==> src/tdsm_pkg.sv <==
// tdsm_pkg: shared types, codes and helpers of the table-driven state machine
// used by tdsm_ctrl, tdsm_datapath and table_driven_state_machine
package tdsm_pkg;

  // default sizes of the tables
  localparam int NUM_STATES_DEF = 16;
  localparam int NUM_RULES_DEF  = 32;

  // input and output vector limits
  localparam int NUM_INPUTS  = 8;
  localparam int NUM_OUTPUTS = 8;

  // field widths of the item formats
  localparam int STATE_W = 4;
  localparam int INDEX_W = 5;
  localparam int VEC_W   = 8;
  localparam int MODE_W  = 2;

  // stream and configuration port widths
  localparam int S_TDATA_W = 48;
  localparam int M_TDATA_W = 24;
  localparam int CFG_IDX_W = 3;
  localparam int CFG_DAT_W = 6;

  // item kinds carried on s_tuser
  typedef enum logic [MODE_W-1:0] {
    MODE_STEP        = 2'd0,
    MODE_WRITE_RULE  = 2'd1,
    MODE_WRITE_OUT   = 2'd2,
    MODE_RESTART     = 2'd3
  } mode_t;

  // configuration register indexes
  localparam logic [CFG_IDX_W-1:0] REG_NUM_RULES   = 3'd0;
  localparam logic [CFG_IDX_W-1:0] REG_NUM_INPUTS  = 3'd1;
  localparam logic [CFG_IDX_W-1:0] REG_NUM_OUTPUTS = 3'd2;
  localparam logic [CFG_IDX_W-1:0] REG_INIT_STATE  = 3'd3;
  localparam logic [CFG_IDX_W-1:0] REG_ERROR_STATE = 3'd4;

  // configuration reset values
  localparam logic [STATE_W-1:0] INIT_STATE_RST  = 4'd0;
  localparam logic [STATE_W-1:0] ERROR_STATE_RST = 4'd15;

  // one entry of the rule memory (valid bit kept apart)
  typedef struct packed {
    logic [STATE_W-1:0] from_state;
    logic [STATE_W-1:0] to_state;
    logic [VEC_W-1:0]   care_mask;
    logic [VEC_W-1:0]   match_bits;
  } rule_t;

  // controller states
  typedef enum logic [1:0] {
    ST_IDLE,
    ST_SCAN,
    ST_OUT_RD,
    ST_FINISH
  } ctrl_state_t;

  // controller to datapath
  typedef struct packed {
    logic load;
    logic scan;
    logic commit;
    logic out_rd;
    logic out_load;
  } ctrl_cmd_t;

  // datapath to controller
  typedef struct packed {
    logic in_is_step;
    logic scan_done;
    logic out_free;
  } dp_status_t;

  // low bits set for min(count, limit, VEC_W) positions
  function automatic logic [VEC_W-1:0] low_mask(input logic [3:0] count, input int limit);
    logic [VEC_W-1:0] m;
    m = '0;
    for (int b = 0; b < VEC_W; b++) begin
      m[b] = (b < int'(count)) && (b < limit);
    end
    return m;
  endfunction

endpackage

==> src/table_driven_state_machine.sv <==
// table_driven_state_machine: programmable Moore machine driven by a rule table
// built from tdsm_ctrl and tdsm_datapath; depends on tdsm_pkg
//
// Channels: items arrive on s_tvalid/s_tready with the item kind on s_tuser
// (step, write rule, write state outputs, restart) and the other fields on
// s_tdata. Every item gives exactly one result on m_tvalid/m_tready: the state
// after the item, its output vector masked to the outputs in use, a no-match
// flag and the winning rule index. Registers are written on cfg_valid/cfg_ready
// (always ready); the user must write them only while the block is idle; the
// block itself does not enforce this. Flow: one item at a time. A step scans the
// rules in order up to the winning rule, or with no match all rules in use
// (num_rules_used capped at NUM_RULES), or none with none in use; the rule
// memory gives one entry per cycle and the scan is pipelined behind its
// registered read. Write and restart items skip the scan. The result stands
// in an output register, so a new item is taken while it waits.
// Reset: registers go to their reset values, all rule valid bits and state
// output valid bits are cleared at once, and the machine sits in state 0.
// A stalled receiver holds the result; after the next item has been worked,
// the block waits until the output register is free.
module table_driven_state_machine #(
  parameter int NUM_STATES = tdsm_pkg::NUM_STATES_DEF,
  parameter int NUM_RULES  = tdsm_pkg::NUM_RULES_DEF
) (
  input  logic                             clk,
  input  logic                             rst,
  // input items
  input  logic                             s_tvalid,
  output logic                             s_tready,
  // entry_index[4:0], from_state[8:5], to_state[12:9], care_mask[20:13],
  // match_bits[28:21], input_bits[36:29], output_bits[44:37]
  input  logic [tdsm_pkg::S_TDATA_W-1:0]   s_tdata,
  // mode[1:0]
  input  logic [tdsm_pkg::MODE_W-1:0]      s_tuser,
  // results
  output logic                             m_tvalid,
  input  logic                             m_tready,
  // new_state[3:0], state_outputs[11:4], no_rule_matched[12], matched_rule[17:13]
  output logic [tdsm_pkg::M_TDATA_W-1:0]   m_tdata,
  // configuration writes
  input  logic                             cfg_valid,
  output logic                             cfg_ready,
  input  logic [tdsm_pkg::CFG_IDX_W-1:0]   cfg_index,
  input  logic [tdsm_pkg::CFG_DAT_W-1:0]   cfg_data
);

  tdsm_pkg::ctrl_cmd_t  cmd;
  tdsm_pkg::dp_status_t status;

  // register writes are taken in any cycle
  assign cfg_ready = 1'b1;

  // sequencing
  tdsm_ctrl u_ctrl (
    .clk      (clk),
    .rst      (rst),
    .in_valid (s_tvalid),
    .in_ready (s_tready),
    .status   (status),
    .cmd      (cmd)
  );

  // tables, state and result
  tdsm_datapath #(
    .NUM_STATES (NUM_STATES),
    .NUM_RULES  (NUM_RULES)
  ) u_datapath (
    .clk       (clk),
    .rst       (rst),
    .cfg_we    (cfg_valid && cfg_ready),
    .cfg_index (cfg_index),
    .cfg_data  (cfg_data),
    .in_mode   (s_tuser),
    .in_data   (s_tdata),
    .out_valid (m_tvalid),
    .out_ready (m_tready),
    .out_data  (m_tdata),
    .cmd       (cmd),
    .status    (status)
  );

endmodule

==> src/tdsm_ctrl.sv <==
// tdsm_ctrl: sequencing of one item through scan, output lookup and result load
// depends on tdsm_pkg
module tdsm_ctrl (
  input  logic                   clk,
  input  logic                   rst,
  input  logic                   in_valid,
  output logic                   in_ready,
  input  tdsm_pkg::dp_status_t   status,
  output tdsm_pkg::ctrl_cmd_t    cmd
);

  tdsm_pkg::ctrl_state_t state, state_next;

  // state register
  always_ff @(posedge clk) begin
    if (rst) begin
      state <= tdsm_pkg::ST_IDLE;
    end else begin
      state <= state_next;
    end
  end

  // next state
  always_comb begin
    state_next = state;
    case (state)
      tdsm_pkg::ST_IDLE: begin
        if (in_valid) begin
          state_next = status.in_is_step ? tdsm_pkg::ST_SCAN : tdsm_pkg::ST_OUT_RD;
        end
      end
      tdsm_pkg::ST_SCAN: begin
        if (status.scan_done) state_next = tdsm_pkg::ST_OUT_RD;
      end
      tdsm_pkg::ST_OUT_RD: begin
        state_next = tdsm_pkg::ST_FINISH;
      end
      tdsm_pkg::ST_FINISH: begin
        if (status.out_free) state_next = tdsm_pkg::ST_IDLE;
      end
      default: begin
        state_next = tdsm_pkg::ST_IDLE;
      end
    endcase
  end

  // command outputs
  always_comb begin
    in_ready     = 1'b0;
    cmd          = '0;
    case (state)
      tdsm_pkg::ST_IDLE: begin
        in_ready = 1'b1;
        cmd.load = in_valid;
      end
      tdsm_pkg::ST_SCAN: begin
        cmd.scan   = 1'b1;
        cmd.commit = status.scan_done;
      end
      tdsm_pkg::ST_OUT_RD: begin
        cmd.out_rd = 1'b1;
      end
      tdsm_pkg::ST_FINISH: begin
        cmd.out_load = status.out_free;
      end
      default: begin
        in_ready = 1'b0;
      end
    endcase
  end

endmodule

==> src/tdsm_datapath.sv <==
// tdsm_datapath: configuration registers, rule memory, state output table,
// current state, scan pipeline and result register; depends on tdsm_pkg
module tdsm_datapath #(
  parameter int NUM_STATES = tdsm_pkg::NUM_STATES_DEF,
  parameter int NUM_RULES  = tdsm_pkg::NUM_RULES_DEF
) (
  input  logic                              clk,
  input  logic                              rst,
  // configuration writes
  input  logic                              cfg_we,
  input  logic [tdsm_pkg::CFG_IDX_W-1:0]    cfg_index,
  input  logic [tdsm_pkg::CFG_DAT_W-1:0]    cfg_data,
  // input item
  input  logic [tdsm_pkg::MODE_W-1:0]       in_mode,
  input  logic [tdsm_pkg::S_TDATA_W-1:0]    in_data,
  // result
  output logic                              out_valid,
  input  logic                              out_ready,
  output logic [tdsm_pkg::M_TDATA_W-1:0]    out_data,
  // control
  input  tdsm_pkg::ctrl_cmd_t               cmd,
  output tdsm_pkg::dp_status_t              status
);

  localparam int RIDX_W = (NUM_RULES > 1) ? $clog2(NUM_RULES) : 1;
  localparam int CNT_W  = $clog2(NUM_RULES + 1);
  localparam int SIDX_W = (NUM_STATES > 1) ? $clog2(NUM_STATES) : 1;

  // input fields
  logic [tdsm_pkg::INDEX_W-1:0] entry_index;
  logic [tdsm_pkg::STATE_W-1:0] from_state;
  logic [tdsm_pkg::STATE_W-1:0] to_state;
  logic [tdsm_pkg::VEC_W-1:0]   care_mask;
  logic [tdsm_pkg::VEC_W-1:0]   match_bits;
  logic [tdsm_pkg::VEC_W-1:0]   input_bits;
  logic [tdsm_pkg::VEC_W-1:0]   output_bits;

  assign entry_index = in_data[4:0];
  assign from_state  = in_data[8:5];
  assign to_state    = in_data[12:9];
  assign care_mask   = in_data[20:13];
  assign match_bits  = in_data[28:21];
  assign input_bits  = in_data[36:29];
  assign output_bits = in_data[44:37];

  // configuration registers
  logic [5:0]                   num_rules_used;
  logic [3:0]                   num_inputs_used;
  logic [3:0]                   num_outputs_used;
  logic [tdsm_pkg::STATE_W-1:0] initial_state;
  logic [tdsm_pkg::STATE_W-1:0] error_state;

  always_ff @(posedge clk) begin
    if (rst) begin
      num_rules_used   <= '0;
      num_inputs_used  <= '0;
      num_outputs_used <= '0;
      initial_state    <= tdsm_pkg::INIT_STATE_RST;
      error_state      <= tdsm_pkg::ERROR_STATE_RST;
    end else if (cfg_we) begin
      case (cfg_index)
        tdsm_pkg::REG_NUM_RULES:   num_rules_used   <= cfg_data;
        tdsm_pkg::REG_NUM_INPUTS:  num_inputs_used  <= cfg_data[3:0];
        tdsm_pkg::REG_NUM_OUTPUTS: num_outputs_used <= cfg_data[3:0];
        tdsm_pkg::REG_INIT_STATE:  initial_state    <= cfg_data[3:0];
        tdsm_pkg::REG_ERROR_STATE: error_state      <= cfg_data[3:0];
        default: ;
      endcase
    end
  end

  // decode of the accepted item
  logic wr_rule, wr_out, do_restart;
  logic [RIDX_W-1:0] rule_widx;
  logic [SIDX_W-1:0] out_widx;

  assign wr_rule    = cmd.load && (in_mode == tdsm_pkg::MODE_WRITE_RULE) &&
                      (int'(entry_index) < NUM_RULES);
  assign wr_out     = cmd.load && (in_mode == tdsm_pkg::MODE_WRITE_OUT) &&
                      (int'(entry_index) < NUM_STATES);
  assign do_restart = cmd.load && (in_mode == tdsm_pkg::MODE_RESTART);
  assign rule_widx  = RIDX_W'(entry_index);
  assign out_widx   = SIDX_W'(entry_index);

  // rule memory and its valid bits
  tdsm_pkg::rule_t   rule_mem [NUM_RULES];
  logic [NUM_RULES-1:0] rule_vld;
  tdsm_pkg::rule_t   rule_rd;
  logic              rule_rd_vld;

  // scan pipeline
  logic [CNT_W-1:0]  cnt;
  logic              pend;
  logic [RIDX_W-1:0] pidx;
  logic [RIDX_W-1:0] raddr;
  logic              more_rules;
  logic              issue;

  assign raddr      = cnt[RIDX_W-1:0];
  assign more_rules = (cnt < num_rules_used) && (int'(cnt) < NUM_RULES);
  assign issue      = cmd.scan && more_rules;

  always_ff @(posedge clk) begin
    if (wr_rule) begin
      rule_mem[rule_widx] <= '{from_state: from_state, to_state: to_state,
                               care_mask: care_mask, match_bits: match_bits};
    end
    if (issue) begin
      rule_rd <= rule_mem[raddr];
    end
  end

  always_ff @(posedge clk) begin
    if (rst) begin
      rule_vld <= '0;
    end else if (wr_rule) begin
      rule_vld[rule_widx] <= 1'b1;
    end
  end

  always_ff @(posedge clk) begin
    if (rst) begin
      cnt         <= '0;
      pend        <= 1'b0;
      pidx        <= '0;
      rule_rd_vld <= 1'b0;
    end else if (cmd.load) begin
      cnt  <= '0;
      pend <= 1'b0;
    end else if (cmd.scan) begin
      pend <= issue;
      if (issue) begin
        cnt         <= cnt + 1'b1;
        pidx        <= raddr;
        rule_rd_vld <= rule_vld[raddr];
      end
    end
  end

  // current state and match test of the rule under evaluation
  logic [tdsm_pkg::STATE_W-1:0] cur_state;
  logic [tdsm_pkg::VEC_W-1:0]   inp_q;
  logic [tdsm_pkg::VEC_W-1:0]   imask;
  logic                         hit;

  assign imask = tdsm_pkg::low_mask(num_inputs_used, tdsm_pkg::NUM_INPUTS);
  assign hit   = pend && rule_rd_vld && (rule_rd.from_state == cur_state) &&
                 (((inp_q ^ rule_rd.match_bits) & rule_rd.care_mask & imask) == '0);

  logic                         nomatch_q;
  logic [tdsm_pkg::INDEX_W-1:0] winner_q;

  always_ff @(posedge clk) begin
    if (cmd.load) begin
      inp_q     <= input_bits;
      nomatch_q <= 1'b0;
      winner_q  <= '0;
    end else if (cmd.commit) begin
      nomatch_q <= !hit;
      winner_q  <= hit ? tdsm_pkg::INDEX_W'(pidx) : '0;
    end
  end

  always_ff @(posedge clk) begin
    if (rst) begin
      cur_state <= tdsm_pkg::INIT_STATE_RST;
    end else if (do_restart) begin
      cur_state <= initial_state;
    end else if (cmd.commit) begin
      cur_state <= hit ? rule_rd.to_state : error_state;
    end
  end

  // state output table with valid bits, registered read at the current state
  logic [tdsm_pkg::VEC_W-1:0] out_mem [NUM_STATES];
  logic [NUM_STATES-1:0]      out_vld;
  logic [tdsm_pkg::VEC_W-1:0] out_rd;
  logic                       out_rd_set;
  logic [SIDX_W-1:0]          out_raddr;
  logic                       cur_in_range;

  assign out_raddr    = SIDX_W'(cur_state);
  assign cur_in_range = int'(cur_state) < NUM_STATES;

  always_ff @(posedge clk) begin
    if (wr_out) begin
      out_mem[out_widx] <= output_bits;
    end
    if (cmd.out_rd) begin
      out_rd <= out_mem[out_raddr];
    end
  end

  always_ff @(posedge clk) begin
    if (rst) begin
      out_vld    <= '0;
      out_rd_set <= 1'b0;
    end else begin
      if (wr_out) out_vld[out_widx] <= 1'b1;
      if (cmd.out_rd) out_rd_set <= cur_in_range && out_vld[out_raddr];
    end
  end

  // result register
  logic [tdsm_pkg::VEC_W-1:0] outs_masked;

  assign outs_masked = (out_rd_set ? out_rd : '0) &
                       tdsm_pkg::low_mask(num_outputs_used, tdsm_pkg::NUM_OUTPUTS);

  always_ff @(posedge clk) begin
    if (rst) begin
      out_valid <= 1'b0;
    end else if (cmd.out_load) begin
      out_valid <= 1'b1;
    end else if (out_ready) begin
      out_valid <= 1'b0;
    end
  end

  always_ff @(posedge clk) begin
    if (cmd.out_load) begin
      out_data <= {6'b0, winner_q, nomatch_q, outs_masked, cur_state};
    end
  end

  // status back to the controller
  assign status.in_is_step = (in_mode == tdsm_pkg::MODE_STEP);
  assign status.scan_done  = hit || (!pend && !more_rules);
  assign status.out_free   = !out_valid || out_ready;

endmodule

==> config.mk <==
export PLATFORM = sky130hd
export DESIGN_NAME = table_driven_state_machine
export DESIGN_NICKNAME = d
export VERILOG_FILES = /design/src/tdsm_pkg.sv /design/src/table_driven_state_machine.sv /design/src/tdsm_ctrl.sv /design/src/tdsm_datapath.sv
export SDC_FILE = /design/constraint.sdc
export NUM_CORES = 1
export LEC_CHECK = 0
export BUFFER_PORTS_ARGS = -buffer_cell sky130_fd_sc_hd__buf_2
export CELL_PAD_IN_SITES_DETAIL_PLACEMENT = 0
export CELL_PAD_IN_SITES_GLOBAL_PLACEMENT = 1
export CORE_MARGIN = 2
export CORE_UTILIZATION = 41
export DETAILED_ROUTE_END_ITERATION = 7
export PLACE_DENSITY_LB_ADDON = 0.1
export SLEW_MARGIN = 20
export SYNTH_ARGS = -nofsm -noshare
export SYNTH_HDL_FRONTEND = slang
export SYNTH_SLANG_ARGS = --single-unit
==> constraint.sdc <==
create_clock -name clk -period 5.9 [get_ports clk]
set_clock_uncertainty 0.15 [all_clocks]
set_input_delay 0.295 -clock clk [delete_from_list [all_inputs] [get_ports clk]]
set_output_delay 0.295 -clock clk [all_outputs]
set_load 0.05 [all_outputs]
==> results by group <==
Clock network
  • # H-tree levels: 3
  • Setup bufs post-CTS: 0
  • CTS tree: built
  • Clock transition at the registers of the reported paths: 0.06 ns
  • Clock Sink Count: 1051
  • CTS Buf Count: 112
  • CTS max path bufs: 3
  • Root Driver: clkbuf_16
  • Post-cts resize count: 0
  • Clock Latency Late Sink: 0.69 ns
  • Hold_buf cts: 57

Floorplan
  • Core Box Area: 0.09799 mm^2
  • Die height: 317.6 um
  • Number of placement rows: 115
  • Number of I/O pins: 91
  • Starting Density: 41.15%
  • Die area: 0.1009 mm^2
  • Die X: 317.6 um

Synth
  • Mean Syn Cell Area: 21.27 um^2
  • Adder-cell share of the synthesized area: 0.3414%
  • Post-Synth Simple-Gate Area: 2.706%
  • Synth Instances: 1896
  • Largest family of logic cells by synthesized area: multiplexers
  • Ys flop type: edfxtp_1
  • Post-synth EDFFs: 954
  • Warnings, synthesis: 0
  • Flop and latch count out of synthesis: 1051
  • Post-synth ARST share: 0%
  • Unique masters post-synth: 53
  • Multiplexer share of the synthesized area: 17.68%
  • Mapped cell area: 0.04032 mm^2
  • Complex-gate fraction of the synthesized area: 1.670%
  • Part of the Yosys area used for sequential elements: 75.87%
  • Xor/xnor cell area share of the yosys netlist: 0.3476%

Route
  • First-pass detailed-route iteration total: 7
  • Post-Route WL: 98060 um
  • Routed vias: 19218
  • ANT nets after route: 0
  • WL/cell: 28.13 um
  • Drc violations: 0
  • Vias per inst: 5.513
  • DR iter-0 viols: 1736

Worst setup path
  • Crit Path Category: reg2reg
  • Arrival @ worst endpoint: 4.18 ns
  • RR Endpoint: u_datapath.rule_mem[31][11]
  • CP Max Fanout: 19
  • R2R Setup Slk: 1.94 ns
  • Req. time, crit path: 6.12 ns
  • Worst setup EP type: flop
  • RR Startpoint: u_ctrl.state[1]
  • Worst reg-to-reg path cell count: 9
  • Worst setup SP type: flop

Power and ir drop
  • Leakage: 0.01455 uW
  • Max VDD drop: 221.2 uV
  • Pwr dens: 340.0 mW/mm^2

Global routing
  • GRT Total Usage: 19.67%
  • Vias in the first global route: 20165
  • Largest net degree at the start of global routing: 61
  • Antenna violations before repair: 4
  • Total gr overflow: 0
  • Global-route wire length before repair: 143400 um

Worst hold path
  • Hold path depth: 3
  • Hold EP: u_datapath.error_state[2]
  • Min-Delay Path Class: in2reg
  • Hold path start: cfg_valid

Final layout
  • Nets: 2175
  • Fill cell count: 8038
  • Layout cells sized above 1: 30.44%
  • Area Growth Syn to Fin: 16.86%

Placed design
  • Dpl ws: 1.882 ns
  • PortBufs: 80
  • DP Wirelength: 58790 um
  • Final GP Congestion: 0.7483

Timing
  • Post-route minimum period: 3.962 ns
  • Final setup TNS: 0 ns
  • Maximum operating frequency: 252.4 MHz
  • RSZ-0062 raised after global routing: false
  • Final max-slew violation count: 0
  • Rel. slew slack: 27.37%
  • Final setup vio count: 0
  • Worst slew pin tran: 1.085 ns
  • Setup ws final: 1.938 ns
  • Final period utilization: 67.15%
  • Final Hold Vio Count: 0

Status
  • Status: finished clean

Run
  • Max-cap violation count: 0
critical path, stage by stage (launching register included):
cell	delay [ns]
dfxtp_1	0.34
inv_1	0.12
ha_1	0.28
and2_1	0.16
buf_4	0.32
nand2_1	0.09
nor2_1	0.19
nand3_1	0.62
nor2_4	0.97
buf_4	0.38
routing by layer:
metal  global-route usage [%]  routed length, um  up-vias
li1                         -                  -     8234
met1                    27.49              42870    10361
met2                    32.39              48330      514
met3                    3.184               5147      109
met4                    5.016               1714        0
met5                        0                  0        -
report_power, final:
part	switching (uW)	leakage, uW	internal (uW)
combinational	463	0.00336	299
sequential	61.3	0.00939	8210
clock	2890	0.00180	4100
cells in the final DEF (no fill, tap or decap), types with 3 or more instances in the layout:
cell type,count
a211o_1,5
clkbuf_1,22
bufinv_16,13
nor2_1,140
dlygate4sd3_1,57
mux4_2,295
buf_12,16
clkbuf_16,114
dfxtp_1,90
a21oi_1,45
mux2i_1,19
mux2_2,25
edfxtp_1,954
buf_16,8
xor2_1,9
or2_1,3
a32oi_1,4
nand3_1,20
nand2_1,25
dfxtp_4,4
nor2_4,28
clkinv_8,3
nand2b_1,7
clkinv_2,27
inv_1,17
o21ba_2,5
nor2b_1,9
a211oi_1,6
nor3_2,4
clkinv_1,28
and2_1,4
ha_1,11
dfxtp_2,3
a31oi_1,6
and3_1,6
buf_4,28
xnor2_1,7
buf_2,80
o21ai_0,11
conb_1,7
sequential cells by signal, summed over array words and instances, names as in the netlist, 6 cells and up:
name                       count
u_datapath.cnt                 6
u_datapath.inp_q               8
u_datapath.num_rules_used      6
u_datapath.out_data           18
u_datapath.out_mem           128
u_datapath.out_rd              8
u_datapath.out_vld            16
u_datapath.rule_mem          768
u_datapath.rule_rd            24
u_datapath.rule_vld           32
metrics by stage:
stage	hold WS (ns)	utilization, %	std cells	area (um^2)	total power [uW]
2_1_floorplan	0.2439	-	1901	40340	8863
3_3_place_gp	0.2734	43.37	3200	42490	9152
3_5_place_dp	0.2737	43.73	3215	42850	9173
4_1_cts	0.02325	48.05	3484	47090	16210
5_1_grt	0.07928	48.08	3485	47110	16560
6_report	0.05348	48.08	3486	47120	16020
cell usage after synthesis, drive strengths merged, types with 5 or more instances:
master  instances  area (um^2)
nand2          25        93.84
mux2           26        292.8
o21ai          12        63.81
nand3          20        100.1
ha             11        137.6
mux2i          19        190.2
buf            44        260.2
a211oi          8        65.06
edfxtp        954        28650
nor2          168        630.6
a21oi          45        225.2
clkbuf         60        225.2
nor3            5        25.02
and3            6        37.54
xor2            9        78.83
inv            18        67.56
dfxtp          97         1942
a211o           5        43.79
nand2b          7        43.79
a31oi           6        37.54
o21ba           5        50.05
xnor2           7        61.31
nor2b           9        56.30
mux4          295         6644
or2             5        31.28
cell type report:
type                    count  area [um^2]  area share (%)
inverters                  18        67.56          0.1434
clock buffers             136         2935           6.230
well taps                1287         1610           3.418
multi-input cells         728         9438           20.03
flip-flops and latches   1051        30610           64.96
repair buffers            189         1722           3.654
clock inverters            76        732.0           1.554
diodes                      1        2.502        0.005311
cell families after synthesis:
logic type | Yosys count
AO/OA/AOI/OAI | 99
multiplexers | 340
flip-flops | 1051
other | 2
adder cells (fa/ha/maj) | 11
buffers and inverters | 122
XOR/XNOR | 16
AND/OR/NAND/NOR | 255
how the worst max path moves through the flow:
| stage | startpoint | endpoint | depth (start not counted) | slack, ns |
|---|---|---|---|---|
| 2_1_floorplan | u_ctrl.state[0] | u_datapath.rule_mem[12][0] | 7 | 1.96 |
| 3_3_place_gp | u_ctrl.state[0] | u_datapath.rule_mem[31][13] | 9 | 1.92 |
| 3_5_place_dp | u_ctrl.state[0] | u_datapath.rule_mem[31][13] | 9 | 1.88 |
| 4_1_cts | u_ctrl.state[1] | u_datapath.rule_mem[31][16] | 9 | 1.87 |
| 5_1_grt | u_ctrl.state[1] | u_datapath.rule_mem[31][6] | 9 | 1.73 |
| 6_report | u_ctrl.state[1] | u_datapath.rule_mem[31][11] | 9 | 1.94 |
(Power assumes the default switching activity.)
